==> config.mk <==
export PLATFORM = sky130hd
export DESIGN_NAME = vmc_sqrt_cell
export DESIGN_NICKNAME = d
export VERILOG_FILES = /design/src/hdl/vmc_pkg.sv /design/src/hdl/vmc_sqrt_cell.sv
export SDC_FILE = /design/constraint.sdc
export NUM_CORES = 1
export LEC_CHECK = 0
export ABC_AREA = 1
export CAP_MARGIN = 25
export CORE_MARGIN = 4
export CORE_UTILIZATION = 26
export CTS_CLUSTER_DIAMETER = 40
export DETAILED_ROUTE_END_ITERATION = 8
export DONT_BUFFER_PORTS = 1
export GPL_ROUTABILITY_DRIVEN = 0
export PLACE_DENSITY = 0.49
export SETUP_SLACK_MARGIN = 0.02
export SYNTH_ARGS = -nofsm -noshare
export SYNTH_HDL_FRONTEND = slang
export SYNTH_SLANG_ARGS = --single-unit
==> constraint.sdc <==
create_clock -name clk_i -period 0.9 [get_ports clk_i]
set_input_delay 0.18 -clock clk_i [delete_from_list [all_inputs] [get_ports clk_i]]
set_output_delay 0.18 -clock clk_i [all_outputs]
set_load 0.01 [all_outputs]
==> src/hdl/vmc_pkg.sv <==
// Shared constants for the vector magnitude clamp.
package vmc_pkg;
  localparam int unsigned DefComponentWidth = 16;
  localparam int unsigned CfgW              = 16;
  localparam logic [CfgW-1:0] CfgReset      = 16'd256;
endpackage

==> src/hdl/vmc_sqrt_cell.sv <==
// One bit of the integer square root: consumes two bits of the radicand per cycle while en_i is high.
module vmc_sqrt_cell
  import vmc_pkg::*;
#(
  parameter int unsigned CW     = DefComponentWidth,
  parameter int unsigned PASS_W = 4 * CW
) (
  input  logic              clk_i,
  input  logic              rst_ni,
  input  logic              en_i,
  input  logic              valid_i,
  input  logic [2*CW-1:0]   rad_i,
  input  logic [CW:0]       rem_i,
  input  logic [CW-1:0]     root_i,
  input  logic [PASS_W-1:0] pass_i,
  output logic              valid_o,
  output logic [2*CW-1:0]   rad_o,
  output logic [CW:0]       rem_o,
  output logic [CW-1:0]     root_o,
  output logic [PASS_W-1:0] pass_o
);
  logic [CW+2:0] rem2, trial, diff;
  logic          fits;
  logic          valid_q;
  logic [2*CW-1:0]   rad_q;
  logic [CW:0]       rem_q, rem_d;
  logic [CW-1:0]     root_q, root_d;
  logic [PASS_W-1:0] pass_q;

  always_comb begin
    rem2  = {rem_i, rad_i[2*CW-1 -: 2]};
    trial = {1'b0, root_i, 2'b01};
    diff  = rem2 - trial;
    fits  = (rem2 >= trial);
    if (fits) begin
      rem_d  = diff[CW:0];
      root_d = {root_i[CW-2:0], 1'b1};
    end else begin
      rem_d  = rem2[CW:0];
      root_d = {root_i[CW-2:0], 1'b0};
    end
  end

  always_ff @(posedge clk_i or negedge rst_ni) begin
    if (!rst_ni) begin
      valid_q <= 1'b0;
    end else if (en_i) begin
      valid_q <= valid_i;
    end
  end

  always_ff @(posedge clk_i) begin
    if (en_i) begin
      rad_q  <= {rad_i[2*CW-3:0], 2'b00};
      rem_q  <= rem_d;
      root_q <= root_d;
      pass_q <= pass_i;
    end
  end

  assign valid_o = valid_q;
  assign rad_o   = rad_q;
  assign rem_o   = rem_q;
  assign root_o  = root_q;
  assign pass_o  = pass_q;
endmodule

**Word-level counts from Yosys, hierarchy flattened**

Index checks and enable logic that the tools add are counted.

- Magnitude comparators: 1
- Muxes and demuxes: 2
- Add/subtract/negate cells: 1

Operators by type and width:

| cell | count |
|---|---|
| $ge 19x18->1 | 1 |
| $mux 17 | 1 |
| $sub 17x17->17 | 1 |
| $mux 1 | 1 |

- Output and inout port bits: 130
- Word-level logic and storage cells: 9
- Input bits: 133
- Flip-flop bits (word level): 128

**Logic depth before layout (Yosys ltp)**

- Depth in word-level cells: 2
- Depth in mapped cells: 13
- Mapped depth without buffers: 13

**Worst setup path after synthesis**

Ideal clock, no wire load.

- Path type: input to register
- Start point: input root_i[8]
- End point: register rem_q[4] (netlist: rem_o[4]) (data pin)
- Data required time: 648 ps
- Stages: 13
- Data arrival time: 1410 ps
- Path buffers: 1
- Library setup time: 252 ps
- Slack: -761 ps
- Cells stage by stage: inv_1 ha_1 nand2_2 inv_2 nand2_1 nand2_1 inv_2 nand3_4 nand2_8 nand2_8 buf_12 nand2_2 nand2_2

- Word-level cells in the longest chain between the ends: 2

RTL lines:

| item | line | RTL |
|---|---|---|
| start, declared | vmc_sqrt_cell.sv:14 | `input logic [CW-1:0] root_i,` |
| $ge 19x18->1 | vmc_sqrt_cell.sv:34 | `fits = (rem2 >= trial);` |
| net fits | vmc_sqrt_cell.sv:23 | `logic fits;` |
| $mux 17 | vmc_sqrt_cell.sv:35 | `if (fits) begin` |
| net rem_d[4] | vmc_sqrt_cell.sv:26 | `logic [CW:0] rem_q, rem_d;` |
| end signal, assigned | vmc_sqrt_cell.sv:55 | `rem_q <= rem_d;` |
| end, declared | vmc_sqrt_cell.sv:26 |  |

The timed path passes the listed nets, and every way through them passes these cells.
A chain may end at the register's enable or synchronous reset.

**Worst setup path after layout**

- Start point: input root_i[2]
- End point: register rem_q[12] (netlist: rem_o[12]) (data pin)

- Word-level cells in the longest chain between the ends: 2
- Elaborated cells on any way between the ends: 3
- Those cells by class: 1 x add/sub; 1 x order compare; 1 x mux

RTL lines:

| item | line |
|---|---|
| $sub 17x17->17 or $ge 19x18->1 (tied branches) | vmc_sqrt_cell.sv:33, vmc_sqrt_cell.sv:34 |
| $mux 17 (*) | vmc_sqrt_cell.sv:35 |
| net rem_d[12] | vmc_sqrt_cell.sv:26 |

The timed path passes the listed nets; every way through them passes the cells marked *.

==> run metrics <==
Routed Antenna Nets=0; required time of the critical path=approximately 1.1 ns; # IOs=~260; router iterations before antenna repair=4; pwr/cell area=~2000 nW/µm²; IO Port Bufs=0; CTS HTree Levels=4; failing checks=hold timing, setup timing; vias in the first global route=around 3900; Setup WS pre-CTS=-0.7678 ns; peak supply drop=between 900 and 1000 µV; Distinct cells, synth=27; flops & latches, synth=approximately 130; initial detailed-routing violation count=~140; Seq. cell area=3839 µm²; synthesized area=approximately 5400 µm²; Synth Instances=between 400 and 500; CTS Hold Bufs=~130; WL per Instance=between 15 and 20 µm; post-layout util=40.93%; CTS tree=yes; post-DP HPWL=~11 mm; CP dominant cell by count=nand2_1; die width=approximately 150 µm; Max Slew Vio Count=0; CTS Buf Count=17; clock latency on the worst-skew pair=0.40 ns; vias per cell=4.178; final setup fails=146; worst reg-to-reg setup slack=roughly 0.13 ns; crit path max fanout=17; Critical Path Max Stage Delay=0.29 ns; worst path cell trace=inv_4 -> ha_4 -> nand2_1 -> nand2_1 -> nand2_1 -> nand2_1 -> nand2_2 -> nand3_4 -> nand2_8 -> buf_12 -> nand3_1 -> nand2_1; Setup crit start kind=input port; syn avg cell area=between 10 and 15 µm²; post-layout min period=1.201 ns; CTS max path bufs=2; core area=between 20000 and 25000 µm²; first-pass GRT wire length=roughly 23 mm; Leakage=3.384 nW; Final nets=roughly 760; site row count=52; Fmax=around 830 MHz; antenna violations before repair=0; final hold violations=128; CP Capture Type=register; status=finished with violations; Die Height=152.3 µm; max_cap viols=0; largest net degree at the start of global routing=129; # fillers=between 1500 and 2000; share of layout cells above drive strength 1=28.20%; Setup WS post-layout=-0.3005 ns; CP max stage cell=ha_4; Hold WC Path Type=input port to register; grt ovf=0; CTS Root Cell=clkbuf_16; number of remaining DRC errors=0; die footprint=approximately 23000 µm²; final WL=15.42 mm; CP Class=input port to register; total number of vias=approximately 3700; Fin Hold WS=-0.1035 ns; gr usage total=a little over an eighth; Clock Sinks=128; Arr. time, crit path=about 1.4 ns; Initial Util=roughly a quarter; synthesis-to-layout area growth=54.03%; area taken by multi-input logic gates=around 1700 µm²; clk_skew=0 ns; Cells after DPL=~730; Clock Pin Slew Worst Setup and Hold Paths=~0.06 ns; diode count=0; Ys Warns=0; unrepaired setup endpoints after global routing=yes; Post-Layout Cell Count=887; register area share after synthesis=a little under three quarters; Tcrit/Tclk final=133.4%
## sequential cells by signal, indices dropped and copies added (netlist names)
register,cells
pass_o,64
rad_o,30
rem_o,17
root_o,16
valid_o,1
## cell families after synthesis
| kind of cell | share of synthesized area [%] |
|---|---|
| simple gates | 16.46 |
| flops | 70.94 |
| buf+inv | 5.503 |
| fa+ha+maj | 4.162 |
| compound gates | 1.526 |
| xor+xnor | 1.133 |
| other cells | 0.06930 |
| mux | 0.2081 |
## where the power goes
group / internal, W / switching, W / total, W
combinational: 0.00112 / 0.000973 / 0.00209
clock: 0.00411 / 0.00259 / 0.00670
sequential: 0.00721 / 0.000521 / 0.00773
total: 0.0124 / 0.00409 / 0.0165
## synthesized netlist by cell type
master,count,share of area [%]
dfrtp_1,1,0.46
nor2_2,2,0.23
buf_12,1,0.37
xor2_1,5,0.81
nor3_1,3,0.28
a21oi_2,1,0.16
nand4_1,3,0.35
buf_4,4,0.55
xnor2_1,2,0.32
nor2_1,6,0.42
nand3_2,1,0.18
a21oi_1,11,1.0
nand2_1,116,8.0
nand2_2,17,2.0
or2_2,1,0.12
nand3b_2,1,0.21
inv_1,62,4.3
o21bai_4,1,0.35
inv_2,4,0.28
nand3_1,30,2.8
nor2_4,4,0.83
conb_1,1,0.069
edfxtp_1,127,70
mux2_2,1,0.21
ha_1,18,4.2
nand3_4,1,0.32
nand2_8,2,0.74
## stage by stage
stage          area, µm²  TNS, ns  power (W)
6_report            8335   -19.51    0.01652
5_1_grt             8335   -25.13    0.01730
4_1_cts             8250   -23.18    0.01679
3_5_place_dp        6325   -13.29   0.009404
3_3_place_gp        6325   -12.71   0.009393
2_1_floorplan       5749   -10.94   0.008828
## layout by cell type, fill, tap and decap left out, types with 4 or more instances in the layout
master         Yosys  layout
inv_6              0       4
nand2_1          116      95
edfxtp_1         127     127
dlygate4sd3_1      0     126
inv_2              4      10
inv_1             62      48
ha_4               0      16
inv_4              0       4
xor2_1             5       5
clkinv_4           0       4
nand2_2           17      26
nand2_4            0      12
nor2_1             6       4
a21oi_2            1       6
clkbuf_16          0      17
nand3_2            1      10
buf_4              4      34
nor2_4             4       7
nand3_1           30      20
a21oi_1           11       6
## repair_timing
| action | CTS | global route |
|---|---|---|
| pin swaps | 1 | 4 |
| buffers inserted | 0 | 2 |
| hold endpoints to repair | 252 | 128 |
| resized for setup | 22 | 24 |
| setup endpoints to repair | 146 | 146 |
| gates cloned | 0 | 0 |
## cell type report
type                    count  area share [%]
clock buffers              17           5.104
inverters                  66           3.542
clock inverters            14           1.891
multi-input cells         228           20.41
well taps                 270           4.053
repair buffers            164           18.94
flip-flops and latches    128           46.05
## worst paths after layout
kind	start	depth (start not counted)	endpoint
max in group asynchronous	rst_ni	2	valid_o
min	en_i	0	pass_o[55]
min reg2reg	valid_o	1	valid_o
min in group asynchronous	rst_ni	2	valid_o
max reg2reg	valid_o	1	valid_o
max	root_i[2]	12	rem_o[12]
## layer usage
layer,part of all wire (%),wire length [µm],GRT usage (%),vias up
met5,0,0,0,-
met4,0.92,142,3.467,0
met1,36,5485,13.22,1747
met3,7.7,1193,5.027,11
li1,-,-,-,1781
met2,56,8602,24.81,167
## critical path, delay by kind of cell
kind	cells	cell delay [ns]
and+or+nand+nor	9	0.67
adders and majority gates	1	0.29
buffers and inverters	2	0.18
No activity file was read; power rests on OpenSTA's default activity.
