File: config.mk
export PLATFORM = sky130hd
export DESIGN_NAME = vmc_div_cell
export DESIGN_NICKNAME = d
export VERILOG_FILES = /design/src/hdl/vmc_pkg.sv /design/src/hdl/vmc_div_cell.sv
export SDC_FILE = /design/constraint.sdc
export NUM_CORES = 1
export LEC_CHECK = 0
export BUFFER_PORTS_ARGS = -buffer_cell sky130_fd_sc_hd__buf_2
export CORE_UTILIZATION = 30
export DETAILED_ROUTE_END_ITERATION = 8
export PLACE_DENSITY = 0.6
export SYNTH_ARGS = -nofsm -noshare
export SYNTH_HDL_FRONTEND = slang
export SYNTH_SLANG_ARGS = --single-unit
File: constraint.sdc
create_clock -name clk_i -period 1.37 [get_ports clk_i]
set_clock_uncertainty 0.2 [all_clocks]
set_input_delay 0.3425 -clock clk_i [delete_from_list [all_inputs] [get_ports clk_i]]
set_output_delay 0.3425 -clock clk_i [all_outputs]
set_load 0.03 [all_outputs]
File: src/hdl/vmc_pkg.sv
// Shared constants for the vector magnitude clamp.
package vmc_pkg;
  localparam int unsigned DefComponentWidth = 16;
  localparam int unsigned CfgW              = 16;
  localparam logic [CfgW-1:0] CfgReset      = 16'd256;
endpackage

File: src/hdl/vmc_div_cell.sv
// One quotient bit of restoring division for both components.
module vmc_div_cell
  import vmc_pkg::*;
#(
  parameter int unsigned CW     = DefComponentWidth,
  parameter int unsigned PASS_W = 2 * CW + 3
) (
  input  logic              clk_i,
  input  logic              rst_ni,
  input  logic              en_i,
  input  logic              valid_i,
  input  logic [CW-1:0]     den_i,
  input  logic [CW-1:0]     remx_i,
  input  logic [CW-1:0]     remy_i,
  input  logic [CW-1:0]     lox_i,
  input  logic [CW-1:0]     loy_i,
  input  logic [CW-1:0]     qx_i,
  input  logic [CW-1:0]     qy_i,
  input  logic [PASS_W-1:0] pass_i,
  output logic              valid_o,
  output logic [CW-1:0]     den_o,
  output logic [CW-1:0]     remx_o,
  output logic [CW-1:0]     remy_o,
  output logic [CW-1:0]     lox_o,
  output logic [CW-1:0]     loy_o,
  output logic [CW-1:0]     qx_o,
  output logic [CW-1:0]     qy_o,
  output logic [PASS_W-1:0] pass_o
);
  logic [CW:0]   rx2, ry2, dext;
  logic          bx, by;
  logic [CW-1:0] remx_d, remy_d;
  logic          valid_q;
  logic [CW-1:0] den_q, remx_q, remy_q, lox_q, loy_q, qx_q, qy_q;
  logic [PASS_W-1:0] pass_q;

  always_comb begin
    dext   = {1'b0, den_i};
    rx2    = {remx_i, lox_i[CW-1]};
    ry2    = {remy_i, loy_i[CW-1]};
    bx     = (rx2 >= dext);
    by     = (ry2 >= dext);
    remx_d = bx ? CW'(rx2 - dext) : rx2[CW-1:0];
    remy_d = by ? CW'(ry2 - dext) : ry2[CW-1:0];
  end

  always_ff @(posedge clk_i or negedge rst_ni) begin
    if (!rst_ni) begin
      valid_q <= 1'b0;
    end else if (en_i) begin
      valid_q <= valid_i;
    end
  end

  always_ff @(posedge clk_i) begin
    if (en_i) begin
      den_q  <= den_i;
      remx_q <= remx_d;
      remy_q <= remy_d;
      lox_q  <= {lox_i[CW-2:0], 1'b0};
      loy_q  <= {loy_i[CW-2:0], 1'b0};
      qx_q   <= {qx_i[CW-2:0], bx};
      qy_q   <= {qy_i[CW-2:0], by};
      pass_q <= pass_i;
    end
  end

  assign valid_o = valid_q;
  assign den_o   = den_q;
  assign remx_o  = remx_q;
  assign remy_o  = remy_q;
  assign lox_o   = lox_q;
  assign loy_o   = loy_q;
  assign qx_o    = qx_q;
  assign qy_o    = qy_q;
  assign pass_o  = pass_q;
endmodule

After elaboration in Yosys (flattened, before gate mapping)
Cells that the tools add are included.

$add $sub $neg: 2. Order comparisons: 2. Muxes and demuxes: 2.

Operators by type and width (count): $ge A17 B16 Y1 (2); $mux W16 (2); $sub A16 B16 Y16 (2).

Register bits after elaboration: 146. Bits of input ports: 151. Output and inout port bits: 148. Word-level logic and storage cells: 15.

Depth between registers and ports, before layout
Gate-level depths: netlist (run 1).

Word-level depth: 2. Gate-level depth with buffers: 11. Depth with buffers taken out: 9.

Worst setup path before layout (run 1)
Ideal clock, no wire load.

Path kind: in2reg. From: in den_i[10]. To: reg remy_q[10] (netlist: remy_o[10]) (data pin). Setup time: 0.260 ns. Arrival time: 2.304 ns. Data required time: 0.910 ns. Path slack: -1.394 ns. Stages: 10. Path buffers: 2. Cell sequence: inv_1 > ha_1 > a21o_1 > a21o_1 > a221oi_2 > a21boi_2 > a32o_2 > buf_6 > buf_12 > mux2_4.

Cells in the longest elaborated chain, start to end: 2. Elaborated cells on any way between the ends: 3. Classes of those cells: add/sub: 1; order compare: 1; mux: 1.

Ends and longest elaborated chain: start, declared (RTL line vmc_div_cell.sv:12) `input logic [CW-1:0] den_i,`; $sub A16 B16 Y16 or $ge A17 B16 Y1 (tied branches) (RTL line vmc_div_cell.sv:44, vmc_div_cell.sv:42); $mux W16 * (RTL line vmc_div_cell.sv:44) `remy_d = by ? CW'(ry2 - dext) : ry2[CW-1:0];`; net remy_d[10] (RTL line vmc_div_cell.sv:32) `logic [CW-1:0] remx_d, remy_d;`; end signal, assigned (RTL line vmc_div_cell.sv:59) `remy_q <= remy_d;`; end, declared (RTL line vmc_div_cell.sv:34) `logic [CW-1:0] den_q, remx_q, remy_q, lox_q, loy_q, qx_q, qy_q;`.

Mark *: on every way through the listed nets, which the timed path passes. The rest lies on a longest branch. A chain may end at the register's enable or synchronous reset.

Final worst setup path (run 1)
From: in den_i[10]. To: reg remy_q[11] (netlist: remy_o[11]) (data pin).

The elaborated chain is that of the path after synthesis.

==> reports/metrics.csv, run 1 <==
metric,value,unit
Final nets,1153,
antenna cells,0,
register bit total from synthesis,146,
Vias,5748,
Synth Cell Area,6638,µm²
Sw Ratio,30.48,%
Die H,150.7,µm
Port Buf Inserts,294,
largest net degree at the start of global routing,43,
Synth area leader,edfxtp_1,
unrepaired setup endpoints after global routing,true,
ys async rst share,0.6849,%
predominant post-synthesis flop cell,edfxtp_1,
Int Pwr,10100,µW
worst hold path type,primary input to flop,
Clock Latency Late Sink,420,ps
gpl congestion,0.8274,
Synth cell types,56,
Sw Pwr,4426,µW
"commonest non-fill, non-tap cell in the layout",buf_6,
max cap viols,0,
"top cells by area, synth","edfxtp_1 66%, ha_1 6.0%, mux2_4 2.9%",
Flop pwr share,39.1,%
final hold slack,19.68,ps
setup_tns,-48920,ps
register area share after synthesis,65.98,%
Sink Count,146,
number of flops mapped to enable cells by yosys,145,
initial antenna violation count,0,
most frequent cells in the layout,"161 x buf_6, 145 x edfxtp_1, 136 x buf_2, 110 x dlygate4sd3_1, 109 x buf_4",
Leakage,0.005369,µW
first-pass GRT wire length,32.02,mm
DP Area,9278,µm²
r2r setup slk,290,ps
# fillers,1652,
Comb pwr share,30.1,%
CP Capture Type,flop,
status,"finished, violations left",
Die Width,150.7,µm
GRT Residual Overflow,0,
First-pass DRT Iterations,4,
# placed instances,1100,
die area,22720,µm²
fin area,12410,µm²
routed wire length,22.25,mm
routed length per instance,17.64,µm
final setup fails,180,
Top Ports,299,
Layout Cells excl Fill,1261,
layout cells sized above 1,54.33,%
"Worst Path Class, Setup",primary input to flop,
post-synth top area share,65.60,%
starting density of the core,30.51,%
clk root buf,clkbuf_16,
total power,14520,µW
maximum root-to-sink buffer count,2,
vias in the first global route,5955,
min Tclk post-route,2275,ps
CTS Buf Count,17,
FMAX,0.4396,GHz
Post-Syn Area per Cell,15.26,µm²
FP Rows,54,
Final period util,166.0,%
"antenna viol nets, final",0,
gr usage total,19.06,%
H-tree depth,4,
endpoints failing hold,0,
multi-input logic area,2430,µm²
Worst EP required,1340,ps
Clock power frac,30.8,%
Pins Over Slew Limit,0,
post-detail-place hpwl,14.99,mm
critical path launch point type,primary input,
worst-path maximum fanout,3,
routed via count divided by cell count,4.558,
YS warnings,0,
register area,4379,µm²
Cells after Synth,435,
DR DRC count,0,
power density over the cells,1171,nW/µm²
Area Growth Syn to Fin,86.92,%
failing checks,setup timing,
maximum vdd drop,714.8,µV
First DRT Iteration DRCs,187,
final worst setup slack,-904.8,ps
crit path DAT,2250,ps
clk slew on worst S/H paths,70,ps
CTS tree,yes,
Core Footprint,21760,µm²
==> power groups by stage <==
| stage | logic, µW | clock network [µW] | registers (µW) |
|---|---|---|---|
| 3_5_place_dp | 3310 | 0 | 5650 |
| 2_1_floorplan | 1080 | 0 | 6540 |
| 5_1_grt | 4620 | 4780 | 5710 |
| 6_report | 4370 | 4480 | 5680 |
| 4_1_cts | 4310 | 4600 | 5670 |
| 3_3_place_gp | 3280 | 0 | 5640 |
==> cells by family after synthesis <==
family,share of synthesized area [%]
compound gates,10.07
xor+xnor,2.639
fa+ha+maj,6.635
buf+inv,2.809
flops,65.98
mux,6.070
other cells,0.05650
simple gates,5.749
==> layout make-up <==
cell class,instances,area share [%]
repair buffers,523,36.58
flip-flops and latches,146,35.30
multi-input cells,253,19.58
clock buffers,18,3.459
well taps,280,2.824
clock inverters,14,1.129
inverters,27,1.129
==> final timing paths <==
check,cells after the start,endpoint,start
setup / recovery,12,remy_o[11],den_i[10]
hold / removal,1,pass_o[19],en_i
setup reg to reg,2,valid_o,valid_o
hold reg to reg,2,valid_o,valid_o
max in group asynchronous,2,valid_o,rst_ni
min in group asynchronous,2,valid_o,rst_ni
==> routing by layer <==
metal  wire length (µm)  vias up  global-route usage (%)  share of wire (%)
met1               8791     2782                   21.57                 40
li1                   -     2741                       -                  -
met4                321        0                   6.300                1.4
met5                  0        -                       0                  0
met2              12010      205                   35.53                 54
met3               1118       20                   3.636                5.0
==> state kept, by name (all words and copies together) (netlist names) <==
name     cells
valid_o      1
remy_o      16
remx_o      16
lox_o       15
loy_o       15
qx_o        16
den_o       16
pass_o      35
qy_o        16
==> stage by stage <==
step                setup WS, ps  util (%)
global route              -941.0     57.03
detailed placement         -1484     42.64
global placement           -1450     42.64
floorplan                  -1303         -
finish                    -904.8     57.03
CTS                       -911.8     56.54
==> synthesized netlist by cell type (all sizes together) (8+ instances only) <==
| master | count |
|---|---|
| a21oi | 18 |
| edfxtp | 145 |
| ha | 32 |
| inv | 27 |
| mux2 | 27 |
| nand2 | 18 |
| nor2 | 20 |
| nor3 | 8 |
| o21a | 11 |
| o21ai | 16 |
| xnor2 | 17 |
==> worst max-delay path: stages <==
cell and delay [ps]:
buf_12 100, inv_16 30, ha_4 230, a21o_1 170, buf_4 130, buf_4 120
buf_6 100, or2b_1 250, o32a_1 320, o31ai_2 90, xnor2_1 100, mux2_4 270
==> repair_timing <==
item | 4_1_cts | 5_1_grt
hold buffers | 109 | 1
endpoints found under the setup margin | 180 | 180
gates resized for setup | 373 | 24
setup buffers | 12 | 9
gates cloned | 1 | 0
pin swaps | 23 | 25
hold endpoints to repair | 109 | 1
No activity file was read; power rests on OpenSTA's default activity.
==> run 2, diff against run 1 <==
- clock period: 1.37 -> 2.4 ns (I/O delays scaled with it)
==> reports/metrics.csv, run 2 (same netlist as run 1, synthesis figures left out) <==
metric,value,unit
maximum vdd drop,350.4,µV
clk root buf,clkbuf_16,
worst-case reg-to-reg path depth,1,
First DRT Iteration DRCs,188,
failing checks,setup timing,
worst-path maximum fanout,5,
H-tree depth,4,
antenna cells,0,
unrepaired setup endpoints after global routing,true,
min Tclk post-route,2588,ps
maximum root-to-sink buffer count,2,
worst hold path type,primary input to flop,
"antenna viol nets, final",0,
GRT Residual Overflow,0,
Final period util,107.8,%
final worst setup slack,-187.9,ps
fin area,10360,µm²
gr usage total,16.26,%
FMAX,0.3864,GHz
Worst Hold Depth,1,
clk slew on worst S/H paths,70,ps
Clock Latency Late Sink,410,ps
routed wire length,18.97,mm
multi-input logic area,2450,µm²
Worst EP required,2370,ps
first-pass GRT wire length,27.31,mm
Sw Pwr,2395,µW
Top Ports,299,
Flop pwr share,40.8,%
layout cells sized above 1,60.88,%
Sink Count,146,
Int Pwr,5352,µW
post-detail-place hpwl,14.90,mm
Clock power frac,32.9,%
Die H,150.7,µm
# fillers,1956,
critical path launch point type,primary input,
final setup fails,27,
"Worst Path Class, Setup",primary input to flop,
CTS tree,yes,
First-pass DRT Iterations,5,
gpl congestion,0.8322,
starting density of the core,30.51,%
initial antenna violation count,0,
Vias,5175,
Port Buf Inserts,294,
Comb pwr share,26.3,%
largest net degree at the start of global routing,35,
DR DRC count,0,
CTS Buf Count,17,
max FFs per register,35,
Pins Over Slew Limit,0,
Sw Ratio,30.92,%
register area,4379,µm²
Final nets,1036,
Core Footprint,21760,µm²
CP Capture Type,flop,
Die Width,150.7,µm
Leakage,0.004550,µW
DP Area,9275,µm²
routed length per instance,16.58,µm
max cap viols,0,
routed via count divided by cell count,4.524,
Area Growth Syn to Fin,56.08,%
power density over the cells,747.7,nW/µm²
vias in the first global route,5141,
FP Rows,54,
endpoints failing hold,0,
most frequent cells in the layout,"284 x buf_2, 145 x edfxtp_1, 104 x buf_4, 19 x nor2_1, 19 x mux2_4",
crit path DAT,2560,ps
pre-CTS WS,-723.9,ps
die area,22720,µm²
"commonest non-fill, non-tap cell in the layout",buf_2,
status,"finished, violations left",
[run 2: per-layer routing]
metal | GRT usage [%] | wire, µm
met5 | 0 | 0
met4 | 6.250 | 355
met3 | 3.545 | 1155
met2 | 29.31 | 9796
met1 | 18.61 | 7659
[run 2: cell type report]
| cell class | count | share of cell area (%) |
|---|---|---|
| Clock inverter | 14 | 1.389 |
| Tap cell | 280 | 3.382 |
| Inverter | 27 | 1.353 |
| Clock buffer | 18 | 4.143 |
| Sequential cell | 146 | 42.27 |
| Timing Repair Buffer | 406 | 23.82 |
| Multi-Input combinational cell | 253 | 23.65 |
[run 2: critical path: stages]
cell      delay [ps]
buf_8            110
inv_8             50
ha_4             190
nor2b_4          120
o31a_1           260
o31a_1           290
a21boi_2         160
a32o_2           230
buf_6            130
buf_8            120
mux2_4           290
[run 2: power by group through the flow]
stage	registers [µW]	clock network, µW	logic, µW
floorplan	3730	0	618
global placement	3220	0	1870
detailed placement	3220	0	1890
CTS	3170	2620	2030
global route	3190	2720	2180
finish	3160	2550	2040
[run 2: path summary, 6_finish.rpt]
path / start / endpoint / slack [ps]
worst min register to register: valid_o / valid_o / 310
worst min-delay path: lox_i[14] / lox_o[15] / 150
worst max register to register: valid_o / valid_o / 1460
max in group asynchronous: rst_ni / valid_o / 1620
min in group asynchronous: rst_ni / valid_o / 300
worst max-delay path: den_i[1] / remy_o[10] / -190
[run 2: stage by stage]
| step | cells | utilization [%] | total power [µW] | hold WS [ps] | TNS (ps) |
|---|---|---|---|---|---|
| finish | 1144 | 47.62 | 7746 | 149.7 | -2507 |
| floorplan | 436 | - | 4351 | 104.4 | -12980 |
| CTS | 1142 | 47.19 | 7816 | 133.5 | -2887 |
| detailed placement | 1098 | 42.63 | 5106 | 176.5 | -22330 |
| global placement | 1098 | 42.63 | 5092 | 175.5 | -21150 |
| global route | 1144 | 47.62 | 8081 | 128.7 | -3904 |
[run 2: repair_timing]
item                                    4_1_cts  5_1_grt
pin swaps                                    22       15
hold buffers                                  1        0
cloned                                        1        0
setup buffers                                10        3
hold endpoints to repair                      1        0
endpoints found under the setup margin       32       32
resized for setup                            67       19
==> run 3, diff against run 2 <==
- CORE_UTILIZATION: 30 -> 47
- PLACE_DENSITY: 0.6 -> 0.85
==> reports/metrics.csv, run 3 (same netlist as run 1, synthesis figures left out) <==
metric,value,unit
antenna cells,0,
met2 WL,11.16,mm
status,"finished, violations left",
CTS tree,yes,
die area,14600,µm²
DR DRC count,0,
vias in the first global route,5646,
CP Capture Type,flop,
met3 wire len,1.337,mm
worst-path maximum fanout,3,
starting density of the core,48.00,%
total power,7911,µW
First DRT Iteration DRCs,414,
FP Rows,43,
power density over the cells,764.8,nW/µm²
pre-CTS WS,-911.3,ps
Area Growth Syn to Fin,55.85,%
Final Core Density,74.82,%
"antenna viol nets, final",0,
Final nets,1041,
crit path DAT,2550,ps
First-pass DRT Iterations,5,
wl on met1,7.333,mm
# fillers,868,
max layer used,met4,
most frequent cells in the layout,"285 x buf_2, 145 x edfxtp_1, 104 x buf_4, 19 x nor2_1, 19 x mux2_4",
Pins Over Slew Limit,0,
gr usage total,27.86,%
final worst setup slack,-170.4,ps
multi-input logic area,2475,µm²
HP Start,qx_i[7],
clk root buf,clkbuf_16,
gpl congestion,0.9066,
register area,4379,µm²
layout cells sized above 1,61.45,%
Sink Count,146,
post-detail-place hpwl,14.64,mm
Die Width,120.8,µm
max FFs per register,35,
CP startpoint,lox_i[15],
GRT Residual Overflow,0,
"commonest non-fill, non-tap cell in the layout",buf_2,
first-pass GRT wire length,30.12,mm
routed length per instance,19.52,µm
critical path launch point type,primary input,
H-tree depth,4,
Clock Latency Late Sink,430,ps
final setup fails,31,
Final period util,107.1,%
Vias,5477,
Port Buf Inserts,294,
largest net degree at the start of global routing,43,
max cap viols,0,
RR Startpoint,valid_o,
FMAX,0.3890,GHz
clk slew on worst S/H paths,70,ps
Die H,120.8,µm
Core Footprint,13830,µm²
maximum vdd drop,431.6,µV
Leakage,0.004605,µW
Worst EP required,2380,ps
routed wire length,20.47,mm
unrepaired setup endpoints after global routing,true,
routed via count divided by cell count,5.221,
Top Ports,299,
CTS Buf Count,17,
maximum root-to-sink buffer count,2,
"Worst Path Class, Setup",primary input to flop,
initial antenna violation count,0,
min Tclk post-route,2570,ps
worst hold path type,primary input to flop,
endpoints failing hold,0,
failing checks,setup timing,
run 3: cell count changes in the layout (fill, tap and decap cells not counted), sizes merged:
cell | before | now
buf | 405 | 409
bufinv | 0 | 1
clkinv | 6 | 3
clkinvlp | 1 | 2
inv | 34 | 36
run 3: layout make-up:
type | instances | share of cell area, %
sequential | 146 | 42.33
timing repair buffer | 411 | 24.50
multi-input combinational | 253 | 23.92
clock buffer | 17 | 4.112
tap | 180 | 2.177
clock inverter | 15 | 1.572
inverter | 27 | 1.379
run 3: path summary, 6_finish.rpt:
kind,slack [ps],to,cells after the start
setup reg to reg,1410,valid_o,1
min in group asynchronous,290,valid_o,2
max in group asynchronous,1610,valid_o,2
setup / recovery,-170,remx_o[14],10
hold reg to reg,370,valid_o,1
hold / removal,140,qx_o[8],1
run 3: what timing repair did:
item | CTS | global route
hold endpoints to repair | 1 | 0
gates resized for setup | 79 | 22
setup endpoints to repair | 33 | 34
pin swaps | 22 | 13
cloned | 0 | 1
hold buffers | 1 | 0
setup buffers | 16 | 4
run 3: where the power goes:
part | total, µW | internal [µW] | leakage [µW] | switching, µW
Combinational | 2110 | 898 | 0.00289 | 1220
Sequential | 3180 | 3100 | 0.00143 | 72.9
Clock | 2620 | 1480 | 0.000285 | 1150
Total | 7910 | 5480 | 0.00460 | 2430
run 3: worst max-delay path, cell delays in order:
cell and delay (ps):
buf_6 100, inv_4 70, ha_4 150, fa_2 240
nor2b_4 50, o31a_1 320, o31a_1 330, o21a_1 200
a211o_1 240, mux2_4 250
run 3: stage by stage:
stage	std cells	hold slack, ps	area, µm²	setup TNS (ps)
after floorplan	436	104.4	6736	-12980
after global routing	1049	130.3	10340	-6778
final	1049	140.5	10340	-4049
after global placement	995	176.1	9102	-24320
after CTS	1044	126.8	10160	-2203
after detailed placement	995	192.1	9102	-26080
run 3: metal layers:
metal | up-vias | track usage, %
met1 | 2640 | 31.16
met4 | 0 | 11.34
met5 | - | 0
met3 | 52 | 5.283
met2 | 262 | 51.57
li1 | 2523 | -
